<file path="src/hdl/tmc_pkg.sv">
// ----------------------------------------------------------------------------
// tmc_pkg
// Shared types and constants of the turnout motor controller.
// ----------------------------------------------------------------------------
package tmc_pkg;

    localparam int unsigned TIMER_W     = 8;
    localparam int unsigned PRESCALE_W  = 8;
    localparam int unsigned CFG_INDEX_W = 2;
    localparam int unsigned CFG_DATA_W  = 8;

    localparam logic [TIMER_W-1:0]    POWER_HOLD_RESET        = 8'd16;
    localparam logic [PRESCALE_W-1:0] TICKS_PER_QUARTER_RESET = 8'd25;

    typedef enum logic [CFG_INDEX_W-1:0] {
        CFG_POWER_HOLD_QUARTERS = 2'd0,
        CFG_TICKS_PER_QUARTER   = 2'd1
    } cfg_index_t;

    typedef struct packed {
        logic drive_normal;
        logic motor_power;
        logic lamp_normal;
        logic lamp_reverse;
    } result_t;

    typedef struct packed {
        logic level;
        logic press;
    } key_status_t;

endpackage

</file>
<file path="src/hdl/tmc_debounce.sv">
// ----------------------------------------------------------------------------
// tmc_debounce
// Two-bit vertical counter key debounce with press detection, one step per item.
// ----------------------------------------------------------------------------
module tmc_debounce (
    input  logic                clk,
    input  logic                rst_n,
    input  logic                step,
    input  logic                key_raw,
    output tmc_pkg::key_status_t status
);
    import tmc_pkg::*;

    logic level_reg;
    logic low_reg;
    logic high_reg;
    logic level_next;
    logic low_next;
    logic high_next;
    logic diff;
    logic toggle;

    always_comb
    begin
        diff       = level_reg ^ key_raw;
        low_next   = ~(low_reg & diff);
        high_next  = low_next ^ (high_reg & diff);
        toggle     = diff & low_next & high_next;
        level_next = level_reg ^ toggle;
    end

    assign status.level = level_next;
    assign status.press = level_next & toggle;

    always_ff @(posedge clk or negedge rst_n)
    begin
        if (!rst_n)
        begin
            level_reg <= 1'b0;
            low_reg   <= 1'b0;
            high_reg  <= 1'b0;
        end
        else if (step)
        begin
            level_reg <= level_next;
            low_reg   <= low_next;
            high_reg  <= high_next;
        end
    end

endmodule

</file>
<file path="src/hdl/turnout_motor_controller_unit.sv">
// ----------------------------------------------------------------------------
// turnout_motor_controller_unit
// Per-tick turnout motor control: key debounce, position request, power timer.
// ----------------------------------------------------------------------------
//  channel | direction | handshake            | payload
//  in      | to block  | in_valid / in_ready   | key_raw manual_mode remote_reverse
//          |           |                       | sense_normal sense_reverse
//  out     | from      | out_valid / out_ready | drive_normal motor_power
//          |           |                       | lamp_normal lamp_reverse
//  cfg     | to block  | cfg_valid / cfg_ready | cfg_index cfg_data
//
//  one item per cycle while in_ready is high
//  state advances on the accepting edge, result goes to an output register
//  a skid register takes one more result while out is stalled
//  in_ready drops only while the skid register is full
//  rst_n clears all state; hold 16 quarters, 25 ticks per quarter
// ----------------------------------------------------------------------------
module turnout_motor_controller_unit (
    input  logic                               clk,
    input  logic                               rst_n,
    input  logic                               in_valid,
    output logic                               in_ready,
    input  logic                               key_raw,
    input  logic                               manual_mode,
    input  logic                               remote_reverse,
    input  logic                               sense_normal,
    input  logic                               sense_reverse,
    output logic                               out_valid,
    input  logic                               out_ready,
    output logic                               drive_normal,
    output logic                               motor_power,
    output logic                               lamp_normal,
    output logic                               lamp_reverse,
    input  logic                               cfg_valid,
    output logic                               cfg_ready,
    input  logic [tmc_pkg::CFG_INDEX_W-1:0]    cfg_index,
    input  logic [tmc_pkg::CFG_DATA_W-1:0]     cfg_data
);
    import tmc_pkg::*;

    logic [TIMER_W-1:0]    hold_reg;
    logic [PRESCALE_W-1:0] tpq_reg;
    logic [PRESCALE_W-1:0] prescale_reg;
    logic [PRESCALE_W-1:0] prescale_next;
    logic [PRESCALE_W-1:0] prescale_inc;
    logic                  request_reg;
    logic                  request_next;
    logic [TIMER_W-1:0]    timer_reg;
    logic [TIMER_W-1:0]    timer_next;
    logic [TIMER_W-1:0]    timer_loaded;
    logic                  quarter;
    logic                  mismatch;
    logic                  accept;
    logic                  out_take;
    key_status_t           key_status;
    result_t               result_next;
    result_t               out_reg;
    result_t               skid_reg;
    logic                  out_valid_reg;
    logic                  skid_valid_reg;

    assign accept   = in_valid & in_ready;
    assign out_take = out_valid_reg & out_ready;
    assign in_ready = ~skid_valid_reg;
    assign cfg_ready = 1'b1;

    tmc_debounce u_debounce (
        .clk     (clk),
        .rst_n   (rst_n),
        .step    (accept),
        .key_raw (key_raw),
        .status  (key_status)
    );

    always_comb
    begin
        prescale_inc = prescale_reg + 8'd1;
        quarter      = (prescale_inc >= tpq_reg);
        prescale_next = quarter ? '0 : prescale_inc;

        if (manual_mode)
            request_next = request_reg ^ key_status.press;
        else
            request_next = remote_reverse;

        mismatch     = (sense_normal != ~request_next) || (sense_reverse != request_next);
        timer_loaded = mismatch ? hold_reg : timer_reg;

        result_next.drive_normal = ~request_next;
        result_next.motor_power  = (timer_loaded != '0);
        result_next.lamp_normal  = ~request_next;
        result_next.lamp_reverse = request_next;

        if (quarter && (timer_loaded != '0))
            timer_next = timer_loaded - 8'd1;
        else
            timer_next = timer_loaded;
    end

    // configuration registers
    always_ff @(posedge clk or negedge rst_n)
    begin
        if (!rst_n)
        begin
            hold_reg <= POWER_HOLD_RESET;
            tpq_reg  <= TICKS_PER_QUARTER_RESET;
        end
        else if (cfg_valid && cfg_ready)
        begin
            case (cfg_index_t'(cfg_index))
                CFG_POWER_HOLD_QUARTERS: hold_reg <= cfg_data;
                CFG_TICKS_PER_QUARTER:   tpq_reg  <= cfg_data;
                default:                 ;
            endcase
        end
    end

    // controller state
    always_ff @(posedge clk or negedge rst_n)
    begin
        if (!rst_n)
        begin
            prescale_reg <= '0;
            request_reg  <= 1'b0;
            timer_reg    <= '0;
        end
        else if (accept)
        begin
            prescale_reg <= prescale_next;
            request_reg  <= request_next;
            timer_reg    <= timer_next;
        end
    end

    // output and skid registers
    always_ff @(posedge clk or negedge rst_n)
    begin
        if (!rst_n)
        begin
            out_valid_reg  <= 1'b0;
            skid_valid_reg <= 1'b0;
        end
        else if (skid_valid_reg)
        begin
            if (out_take)
                skid_valid_reg <= 1'b0;
        end
        else if (accept)
        begin
            if (out_valid_reg && !out_ready)
                skid_valid_reg <= 1'b1;
            else
                out_valid_reg <= 1'b1;
        end
        else if (out_take)
        begin
            out_valid_reg <= 1'b0;
        end
    end

    always_ff @(posedge clk)
    begin
        if (skid_valid_reg)
        begin
            if (out_take)
                out_reg <= skid_reg;
        end
        else if (accept)
        begin
            if (out_valid_reg && !out_ready)
                skid_reg <= result_next;
            else
                out_reg <= result_next;
        end
    end

    assign out_valid    = out_valid_reg;
    assign drive_normal = out_reg.drive_normal;
    assign motor_power  = out_reg.motor_power;
    assign lamp_normal  = out_reg.lamp_normal;
    assign lamp_reverse = out_reg.lamp_reverse;

endmodule

</file>
<file path="config.mk">
export PLATFORM = sky130hd
export DESIGN_NAME = turnout_motor_controller_unit
export DESIGN_NICKNAME = d
export VERILOG_FILES = /design/src/hdl/tmc_pkg.sv /design/src/hdl/tmc_debounce.sv /design/src/hdl/turnout_motor_controller_unit.sv
export SDC_FILE = /design/constraint.sdc
export NUM_CORES = 1
export LEC_CHECK = 0
export BUFFER_PORTS_ARGS = -buffer_cell sky130_fd_sc_hd__buf_4
export CORE_MARGIN = 2
export CORE_UTILIZATION = 40
export DETAILED_ROUTE_END_ITERATION = 6
export GPL_TIMING_DRIVEN = 0
export HOLD_SLACK_MARGIN = 0.12
export PLACE_DENSITY = 0.63
export SYNTH_ARGS = -nofsm -noshare
export SYNTH_HDL_FRONTEND = slang
export SYNTH_HIERARCHICAL = 1
export SYNTH_SLANG_ARGS = --single-unit
</file>
<file path="constraint.sdc">
create_clock -name clk -period 4.65 [get_ports clk]
set_clock_uncertainty 0.2 [all_clocks]
set_input_delay 0.2325 -clock clk [delete_from_list [all_inputs] [get_ports clk]]
set_output_delay 0.2325 -clock clk [all_outputs]
set_load 0.03 [all_outputs]
</file>
* Word-level counts from Yosys, hierarchy flattened
Cells that the tools add are included.
Storage, ports and cells: input bits 20, flip-flop bits (word level) 45, word-level logic and storage cells 68
Cells by class: $add $sub $neg 2, reduce and logical (&&, ||, !) cells 13, bitwise operators 14, mux-type cells 15, equality and inequality tests 6, order comparisons 1
Operators by type and width (number):
- 8-bit two-way mux | 3
- 4-bit two-way mux | 4
- 3-bit AND reduction | 3
- 8-bit by 1-bit adder with 8-bit output (second input constant) | 1
- 8-bit greater-or-equal comparator | 1
- 1-bit two-way mux | 8
- 8-bit nonzero test | 1
- 8-bit by 1-bit subtractor with 8-bit output (second input constant) | 1
- 1-bit AND | 7
- 2-bit inequality test (second input constant) | 3
- 2-bit AND reduction | 2
- 2-bit nonzero test | 2
- 1-bit XOR | 4
- 1-bit inverter | 3
- 2-bit by 1-bit == test with 1-bit output (second input constant) | 1
- 1-bit logical AND | 2
- 2-bit zero test | 1
- 1-bit inequality test | 2
- 1-bit zero test | 1
- 1-bit logical OR | 1

* Longest topological paths before layout
Gate-level depths: netlist (run 1).
depth in word-level cells 17, mapped depth 15, gate-level depth less buffers 15

* By module
The synthesis (run 1) kept the hierarchy.
Modules (own cells, without submodules):
- turnout_motor_controller_unit | area each 2459.9 um2, seq. area each 1061.0 um2, times used 1, cells an instance 233
- tmc_debounce | area each 165.2 um2, seq. area each 75.1 um2, times used 1, cells an instance 18

* Worst setup path after synthesis (run 1)
Ideal clock, no wire load.
kind flip-flop to flip-flop, start reg u_debounce.level_reg, end reg timer_reg[1], setup slack 0.625 ns, setup time 0.074 ns, stages on the path, launching flop included 15, arrival 3.751 ns, required time 4.376 ns, path buffers 0, clock period less this slack 4.025 ns, path through dfrtp_1 -> xnor2_1 -> nor3_1 -> ha_1 -> xor2_1 -> mux2i_4 -> mux2i_4 -> mux2i_1 -> ha_1 -> or4b_2 -> nor4_2 -> mux2i_4 -> nand2_2 -> mux2_4 -> o21ai_2
RTL lines:
- start: declaration | RTL line tmc_debounce.sv:14 | logic level_reg;
- start signal: assignment | RTL line tmc_debounce.sv:45 | level_reg <= level_next;
- end signal: assignment | RTL line turnout_motor_controller_unit.sv:131 | timer_reg <= timer_next;
- end: declaration | RTL line turnout_motor_controller_unit.sv:48 | logic [TIMER_W-1:0] timer_reg;

==> flow_summary_export.csv, run 1 <==
group,metric,value,unit
critical_path,worstRegToRegCells,14,
die,start_util,41.2,%
clocking,cts.sink_count,44,
critical_path,reg2reg_slack,0.52,ns
critical_path,start_kind,"input port",
timing,fin_crit_sh,92.6,%
power,p_seq_share,41.4,%
clocking,path_clk_slew,0.09,ns
die,ioPinCount,27,
routing,first_iter_violations,51,
die,die_area,7200,um2
clocking,cts-root-buf,"clkbuf_8",
power,internal_power,999,uW
place,dpl.cell_count,351,
routing,num_vias,1994,
yosys,synth_nets,281,
global_route,grt_overflow,0,
critical_path,r2r-end,"timer_reg[3]",
finish,layout-area-overhead-vs-synth,24.1,%
routing,final_antenna_net_count,0,
finish,final_layout_size_suffix_gt1_share,27.0,%
timing,rsz0062_at_grt,"no",
die,core-area,6350,um2
critical_path,cp-end-kind,"flop",
place,portBuffers,25,
power,ir_drop,0.000290,V
clocking,clk_latency,0.30,ns
critical_path,path_cells,"dlygate4sd3_1 -> buf_4 -> xnor2_2 -> nor3_1 -> ha_1 -> xor2_1 -> mux2i_4 -> mux2i_4 -> mux2i_4 -> ha_1 -> or4b_4 -> nor4_4 -> nor4_1 -> o211ai_1 -> mux2i_1 -> o21a_1",
critical_path,cp_max_fo,6,
clocking,tritoncts,"yes",
finish,n_antenna_cell,0,
timing,slew_headroom,22.3,%
timing,setup_viol,0,
place,place_area,2900,um2
critical_path,critical_path_class,"input port to flop",
global_route,antenna_found_initial,0,
yosys,yosysWarnings,6,
routing,drcViolationCount,0,
place,dp_hpwl,3.78,mm
global_route,grt_use_total,15.9,%
finish,final_cells,381,
timing,hold_viol,0,
yosys,synth_area,2610,um2
finish,layout_common_cells,"buf_4, dfrtp_1, nand2_1",
critical_path,cp_slowest_cell,"dlygate4sd3_1",
hold_path,min_from,"manual_mode",
timing,fin_crit,4.31,ns
finish,final_nets,335,
routing,finalWirelength,5.29,mm
clocking,clockBufferDepth,2,
critical_path,cp.required,4.70,ns
critical_path,reg2reg_from,"u_debounce/level_reg",
hold_path,min_to,"request_reg",
finish,stdcell_area,3240,um2
power,leakage,0.00144,uW
critical_path,cpMostUsedCell,"mux2i_4",
global_route,grt_pass1_vias,1941,
finish,final_util,51.1,%
die,rows,29,
routing,wl_per_cell,13.9,um
timing,tightestPinTransition,1.16,ns
routing,firstDrtPassIters,4,
power,p_sw_share,37.8,%
finish,final_common_cell,"buf_4",
global_route,grt_pass1_wl,9.20,mm
die,die_w,84.8,um
hold_path,whs_path_depth,3,
clocking,htree_levels,2,
hold_path,hp-class,"input port to flop",
power,p_comb_share,39.6,%
timing,maxSlewViolCount,0,
place,place_congestion,0.873,
clocking,numCtsBuffers,5,
flow_run,cap_violations,0,
timing,fmax,232,MHz
power,powerDensity,495,nW/um2
critical_path,critPathMaxStageDelay,0.53,ns
routing,vias_per_cell,5.23,
timing,setup_tns,0,ns
power,p_sw,607,uW
run_status,status,"finished, final reports clean",
critical_path,critPathArrivalTime,4.35,ns
die,fp.dieH,84.8,um
yosys,avgSynthCellArea,10.5,um2
yosys,netlist_instances,249,
global_route,grt_max_degree,39,
power,pwr-share-clk,19.0,%
-- how the worst max path moves through the flow --
stage               slack [ns]                  from      endpoint
finish                    0.34               key_raw  timer_reg[3]
floorplan                 0.62  u_debounce/level_reg  timer_reg[1]
detailed placement        0.23  u_debounce/level_reg  timer_reg[3]
global route              0.11               key_raw  timer_reg[3]
CTS                       0.02               key_raw  timer_reg[3]
global placement          0.20  u_debounce/level_reg  timer_reg[3]
-- stage by stage --
step | hold slack, ns | setup slack [ns] | total power [uW]
2_1_floorplan | -0.263 | 0.625 | 1070
3_3_place_gp | 0.0360 | 0.204 | 1220
3_5_place_dp | 0.0338 | 0.229 | 1240
4_1_cts | 0.128 | 0.0230 | 1570
5_1_grt | 0.155 | 0.109 | 1730
6_report | 0.143 | 0.343 | 1610
-- metal layers --
| metal | global-route usage, % | wire length (um) | vias up |
|---|---|---|---|
| met5 | 0 | 0 | - |
| met4 | 4.76 | 65 | 0 |
| met3 | 2.92 | 228 | 6 |
| met2 | 25.5 | 2570 | 46 |
| met1 | 22.2 | 2430 | 945 |
| li1 | - | - | 997 |
-- timing repair --
| action | CTS | global route |
|---|---|---|
| buffers inserted | 0 | 8 |
| endpoints found under the setup margin | 0 | 9 |
| resized for setup | 0 | 5 |
| endpoints found under the hold margin | 60 | 0 |
| hold buffers | 14 | 0 |
-- worst max-delay path: cells and delay by family --
| family | cells | cell delay, ns |
|---|---|---|
| buffers and inverters | 2 | 0.67 |
| xor gates and xnor gates | 2 | 0.38 |
| and+or+nand+nor | 4 | 0.93 |
| AOI/OAI and AO/OA | 2 | 0.44 |
| muxes | 4 | 1.28 |
| adders and majority gates | 2 | 0.41 |
-- cell type report --
type	instances	area (um2)
fillers	591	3110
multi-input cells	184	1420
flip-flops and latches	44	1140
repair buffers	47	388
well taps	77	96.3
clock buffers	5	68.8
inverters	14	52.6
clock inverters	3	45.0
plain buffers	7	37.5
-- power by group through the flow --
stage	registers (uW)	clock network [uW]	logic, uW
floorplan	660	0	413
global placement	656	0	567
detailed placement	662	0	583
CTS	655	315	604
global route	691	324	712
finish	665	305	635
Power figures use the tool's default switching activity.
==> run 2: changes to the inputs <==
Settings changed: CORE_UTILIZATION 40 to 59, PLACE_DENSITY 0.63 to 0.85.
==> flow_summary_export.csv, run 2 (synthesis results as in run 1) <==
group,metric,value,unit
critical_path,path_delay_family,"multiplexers",
critical_path,cp_max_fo,7,
critical_path,critPathMaxStageDelay,0.63,ns
power,pwr-share-clk,16.8,%
power,ir_drop,0.000227,V
finish,final_nets,331,
finish,n_antenna_cell,0,
finish,final_common_cell,"dfrtp_1",
global_route,grt_overflow,0,
timing,tightestPinTransition,1.27,ns
routing,wl_per_cell,15.2,um
power,p_seq_share,42.9,%
critical_path,critPathArrivalTime,4.43,ns
timing,fin_crit,4.37,ns
routing,drcViolationCount,0,
clocking,cts.sink_count,44,
power,p_sw_share,39.4,%
global_route,grt_pass1_vias,2004,
clocking,clk_latency,0.31,ns
global_route,grt_use_total,23.5,%
clocking,numCtsBuffers,5,
timing,maxSlewViolCount,0,
finish,final_layout_size_suffix_gt1_share,25.3,%
finish,fillers,325,
critical_path,path_cells,"xnor2_1 -> nor3_1 -> ha_1 -> xor2_1 -> mux2i_4 -> mux2i_4 -> buf_4 -> mux2i_1 -> ha_1 -> or4b_2 -> nor4_2 -> nor4_1 -> o211ai_1 -> mux2i_1 -> o21a_1",
routing,final_antenna_net_count,0,
timing,fin_crit_sh,94.0,%
die,ioPinCount,27,
routing,vias_per_cell,5.61,
timing,slew_headroom,15.0,%
power,p_sw,605,uW
die,die_w,70.6,um
power,internal_power,930,uW
critical_path,critical_path_class,"flop to flop",
place,place_congestion,0.877,
timing,fmax,229,MHz
global_route,antenna_found_initial,0,
power,p_comb_share,40.3,%
finish,layout-area-overhead-vs-synth,19.7,%
clocking,htree_levels,2,
timing,setup_tns,0,ns
clocking,cts_resized,0,
finish,layout_common_cells,"dfrtp_1, buf_4, nand2_1",
run_status,status,"finished, final reports clean",
power,leakage,0.00140,uW
critical_path,cp-end-kind,"flop",
routing,firstDrtPassIters,4,
die,rows,24,
die,start_util,60.4,%
hold_path,hp-class,"input port to flop",
die,fp.dieH,70.6,um
critical_path,cp_slowest_cell,"or4b_2",
routing,finalWirelength,5.36,mm
power,powerDensity,491,nW/um2
timing,rsz0062_at_grt,"no",
clocking,cts-root-buf,"clkbuf_8",
global_route,grt_pass1_wl,9.21,mm
clocking,path_clk_slew,0.09,ns
critical_path,cp.required,4.70,ns
clocking,tritoncts,"yes",
clocking,clockBufferDepth,2,
critical_path,critical_path_buf_inv_count,1,
routing,num_vias,1974,
routing,first_iter_violations,118,
flow_run,cap_violations,0,
die,die_area,4980,um2
place,dp_hpwl,3.82,mm
finish,final_util,72.4,%
timing,hold_viol,0,
global_route,grt_max_degree,39,
critical_path,start_kind,"flop",
place,portBuffers,25,
timing,setup_viol,0,
die,core-area,4320,um2
run 2: changes by cell type in the layout (fill, tap and decap cells not counted), sizes merged:
cell and delta:
inv +1, bufinv -1, buf -4
run 2: metal layers:
| metal | up-vias | global-route usage (%) | share of wire [%] |
|---|---|---|---|
| li1 | 992 | - | - |
| met1 | 944 | 29.1 | 46 |
| met2 | 33 | 42.3 | 51 |
| met3 | 5 | 4.27 | 2.8 |
| met4 | 0 | 6.71 | 0.99 |
| met5 | - | 0 | 0 |
run 2: area by class of cell:
type,count,area [um2],share of cell area (%)
buffer,7,37.5,1.20
clock buffer,5,68.8,2.20
clock inverter,3,23.8,0.760
inverter,14,52.6,1.68
multi-input combinational,184,1390,44.3
sequential,44,1140,36.3
tap,52,65.1,2.08
timing repair buffer,43,358,11.4
run 2: through the flow:
stage	std cells	hold WS (ns)	instance area, um2	worst slack [ns]	total power (uW)
4_1_cts	348	0.121	3100	0.196	1530
2_1_floorplan	249	-0.263	2610	0.625	1070
6_report	352	0.121	3130	0.278	1540
3_3_place_gp	326	0.0284	2870	0.248	1210
3_5_place_dp	326	0.0310	2870	0.154	1250
5_1_grt	352	0.123	3130	0.0256	1640
run 2: final timing paths:
| path | start | end | slack, ns | cells after the start |
|---|---|---|---|---|
| worst max register to register | u_debounce/level_reg | timer_reg[3] | 0.28 | 15 |
| max in group asynchronous | rst_n | tpq_reg[3] | 3.66 | 2 |
| min in group asynchronous | rst_n | tpq_reg[5] | 0.23 | 2 |
| worst min register to register | tpq_reg[7] | tpq_reg[7] | 0.31 | 1 |
| worst max-delay path | u_debounce/level_reg | timer_reg[3] | 0.28 | 15 |
| worst min-delay path | manual_mode | skid_reg[1] | 0.12 | 2 |
run 2: repair_timing:
| item | CTS | global route |
|---|---|---|
| hold buffers | 14 | 0 |
| endpoints found under the hold margin | 60 | 0 |
| buffers inserted | 0 | 4 |
| setup endpoints to repair | 0 | 4 |
run 2: power by group through the flow:
stage | logic (uW) | clock network [uW] | registers [uW]
after floorplan | 413 | 0 | 660
after global placement | 558 | 0 | 653
after detailed placement | 583 | 0 | 664
after CTS | 611 | 260 | 656
after global routing | 689 | 277 | 679
final | 619 | 258 | 658
==> run 3: changes to the inputs <==
Settings changed: CORE_UTILIZATION 59 to 45, PLACE_DENSITY 0.85 to 0.69, REMOVE_ABC_BUFFERS from default to 1.
==> flow_summary_export.csv, run 3 (synthesis results as in run 1) <==
group,metric,value,unit
place,dp_hpwl,3.41,mm
place,portBuffers,25,
timing,fmax,228,MHz
critical_path,cp.required,4.64,ns
critical_path,critical_path_class,"input port to flop",
clocking,path_clk_slew,0.08,ns
finish,final_util,55.9,%
critical_path,path_delay_family,"simple AND/OR/NAND/NOR gates",
routing,drcViolationCount,0,
global_route,grt_max_degree,39,
routing,vias_per_cell,5.36,
place,place_congestion,0.832,
finish,layout_common_cells,"dfrtp_1, buf_4, nand2_1",
global_route,antenna_found_initial,0,
global_route,met2_usage,29.1,%
clocking,clockBufferDepth,2,
finish,final_common_cell,"dfrtp_1",
global_route,grt_use_total,17.4,%
timing,holdWs,0.133,ns
die,die_w,80.2,um
finish,final_nets,322,
critical_path,critPathArrivalTime,4.38,ns
flow_run,cap_violations,0,
clocking,tritoncts,"yes",
hold_path,hp-class,"input port to flop",
timing,slew_headroom,20.9,%
critical_path,critical_path.endpoint,"timer_reg[3]",
finish,layout-area-overhead-vs-synth,19.3,%
finish,n_antenna_cell,0,
timing,maxSlewViolCount,0,
critical_path,critPathLaunch,"key_raw",
critical_path,cp_slowest_cell,"or4b_2",
global_route,grt_pass1_vias,1825,
critical_path,cp_max_fo,7,
critical_path,critical_path_buf_inv_count,2,
routing,final_antenna_net_count,0,
clocking,cts-root-buf,"clkbuf_8",
routing,num_vias,1947,
power,ir_drop,0.000260,V
timing,fin_crit_sh,94.5,%
critical_path,path_cells,"dlygate4sd3_1 -> buf_4 -> xnor2_1 -> nor3_1 -> ha_1 -> xor2_1 -> mux2i_4 -> mux2i_4 -> mux2i_2 -> ha_1 -> or4b_2 -> nor4_4 -> nor4_1 -> o211ai_1 -> a21oi_1 -> o21a_1",
routing,first_iter_violations,64,
critical_path,start_kind,"input port",
critical_path,cp-end-kind,"flop",
clocking,cts.sink_count,44,
power,leakage,0.00138,uW
die,ioPinCount,27,
critical_path,reg2reg_from,"u_debounce/level_reg",
routing,finalWirelength,4.94,mm
run_status,status,"finished, final reports clean",
critical_path,worstRegToRegCells,14,
clocking,numCtsBuffers,5,
clocking,htree_levels,2,
power,powerDensity,483,nW/um2
die,start_util,46.9,%
clocking,clk_latency,0.29,ns
timing,setup_tns,0,ns
die,rows,27,
timing,setup_viol,0,
die,fp.dieH,80.2,um
routing,wl_per_cell,13.6,um
routing,firstDrtPassIters,4,
timing,tightestPinTransition,1.18,ns
global_route,gr-usage-met1,22.8,%
critical_path,cp_num_cells,16,
finish,final_layout_size_suffix_gt1_share,24.7,%
timing,hold_viol,0,
critical_path,r2r-end,"timer_reg[3]",
critical_path,critPathMaxStageDelay,0.65,ns
timing,fin_crit,4.39,ns
global_route,grt_busiest_layer,"met2",
global_route,grt_overflow,0,
die,die_area,6430,um2
die,core-area,5570,um2
global_route,grt_pass1_wl,8.63,mm
critical_path,reg2reg_slack,0.46,ns
global_route,gr-usage-met3,2.92,%
run 3: layer usage:
metal | part of all wire [%] | vias to the layer above
met5 | 0 | -
met4 | 1.8 | 0
met3 | 3.7 | 7
met2 | 47 | 36
met1 | 47 | 935
li1 | - | 969
run 3: where the power goes:
part / internal [uW] / leakage (uW) / switching, uW / total [uW]
clock network: 121 / 0.0000477 / 132 / 253
registers: 521 / 0.000502 / 140 / 662
logic: 282 / 0.000826 / 308 / 590
run 3: layout make-up:
| cell class | count | area, um2 |
|---|---|---|
| inverter | 14 | 52.6 |
| timing repair buffer | 41 | 343 |
| multi-input combinational | 184 | 1400 |
| sequential | 44 | 1140 |
| fill | 516 | 2460 |
| tap | 72 | 90.1 |
| clock buffer | 6 | 82.6 |
| clock inverter | 2 | 13.8 |
run 3: repair_timing:
action,4_1_cts,5_1_grt
resized for setup,0,2
hold endpoints to repair,59,0
setup endpoints to repair,5,6
hold buffers,14,0
gates cloned,0,0
buffers inserted,1,1
run 3: how the worst min path moves through the flow:
stage | startpoint | to | slack (ns) | cells after the start
4_1_cts | manual_mode | skid_reg[1] | 0.12 | 2
5_1_grt | manual_mode | skid_reg[1] | 0.13 | 2
3_3_place_gp | rst_n | hold_reg[3] | 0.03 | 1
2_1_floorplan | rst_n | hold_reg[0] | -0.26 | 0
3_5_place_dp | rst_n | hold_reg[2] | 0.03 | 1
6_report | manual_mode | skid_reg[1] | 0.13 | 2
run 3: stage by stage:
step	cells	power (uW)	area, um2	setup slack, ns
3_3_place_gp	339	1210	2850	-0.0119
4_1_cts	362	1510	3100	0.130
6_report	363	1500	3120	0.257
3_5_place_dp	339	1230	2850	-0.0134
5_1_grt	363	1630	3120	-0.00422
2_1_floorplan	242	1060	2580	0.430
run 3: worst register-to-register path: stages (launching register included):
cell and delay (ns):
dfrtp_1 0.40, xnor2_1 0.24, nor3_1 0.08, ha_1 0.20, xor2_1 0.18, mux2i_4 0.30, mux2i_4 0.40, mux2i_2 0.33
ha_1 0.23, or4b_2 0.65, nor4_4 0.24, nor4_1 0.09, o211ai_1 0.25, a21oi_1 0.11, o21a_1 0.20
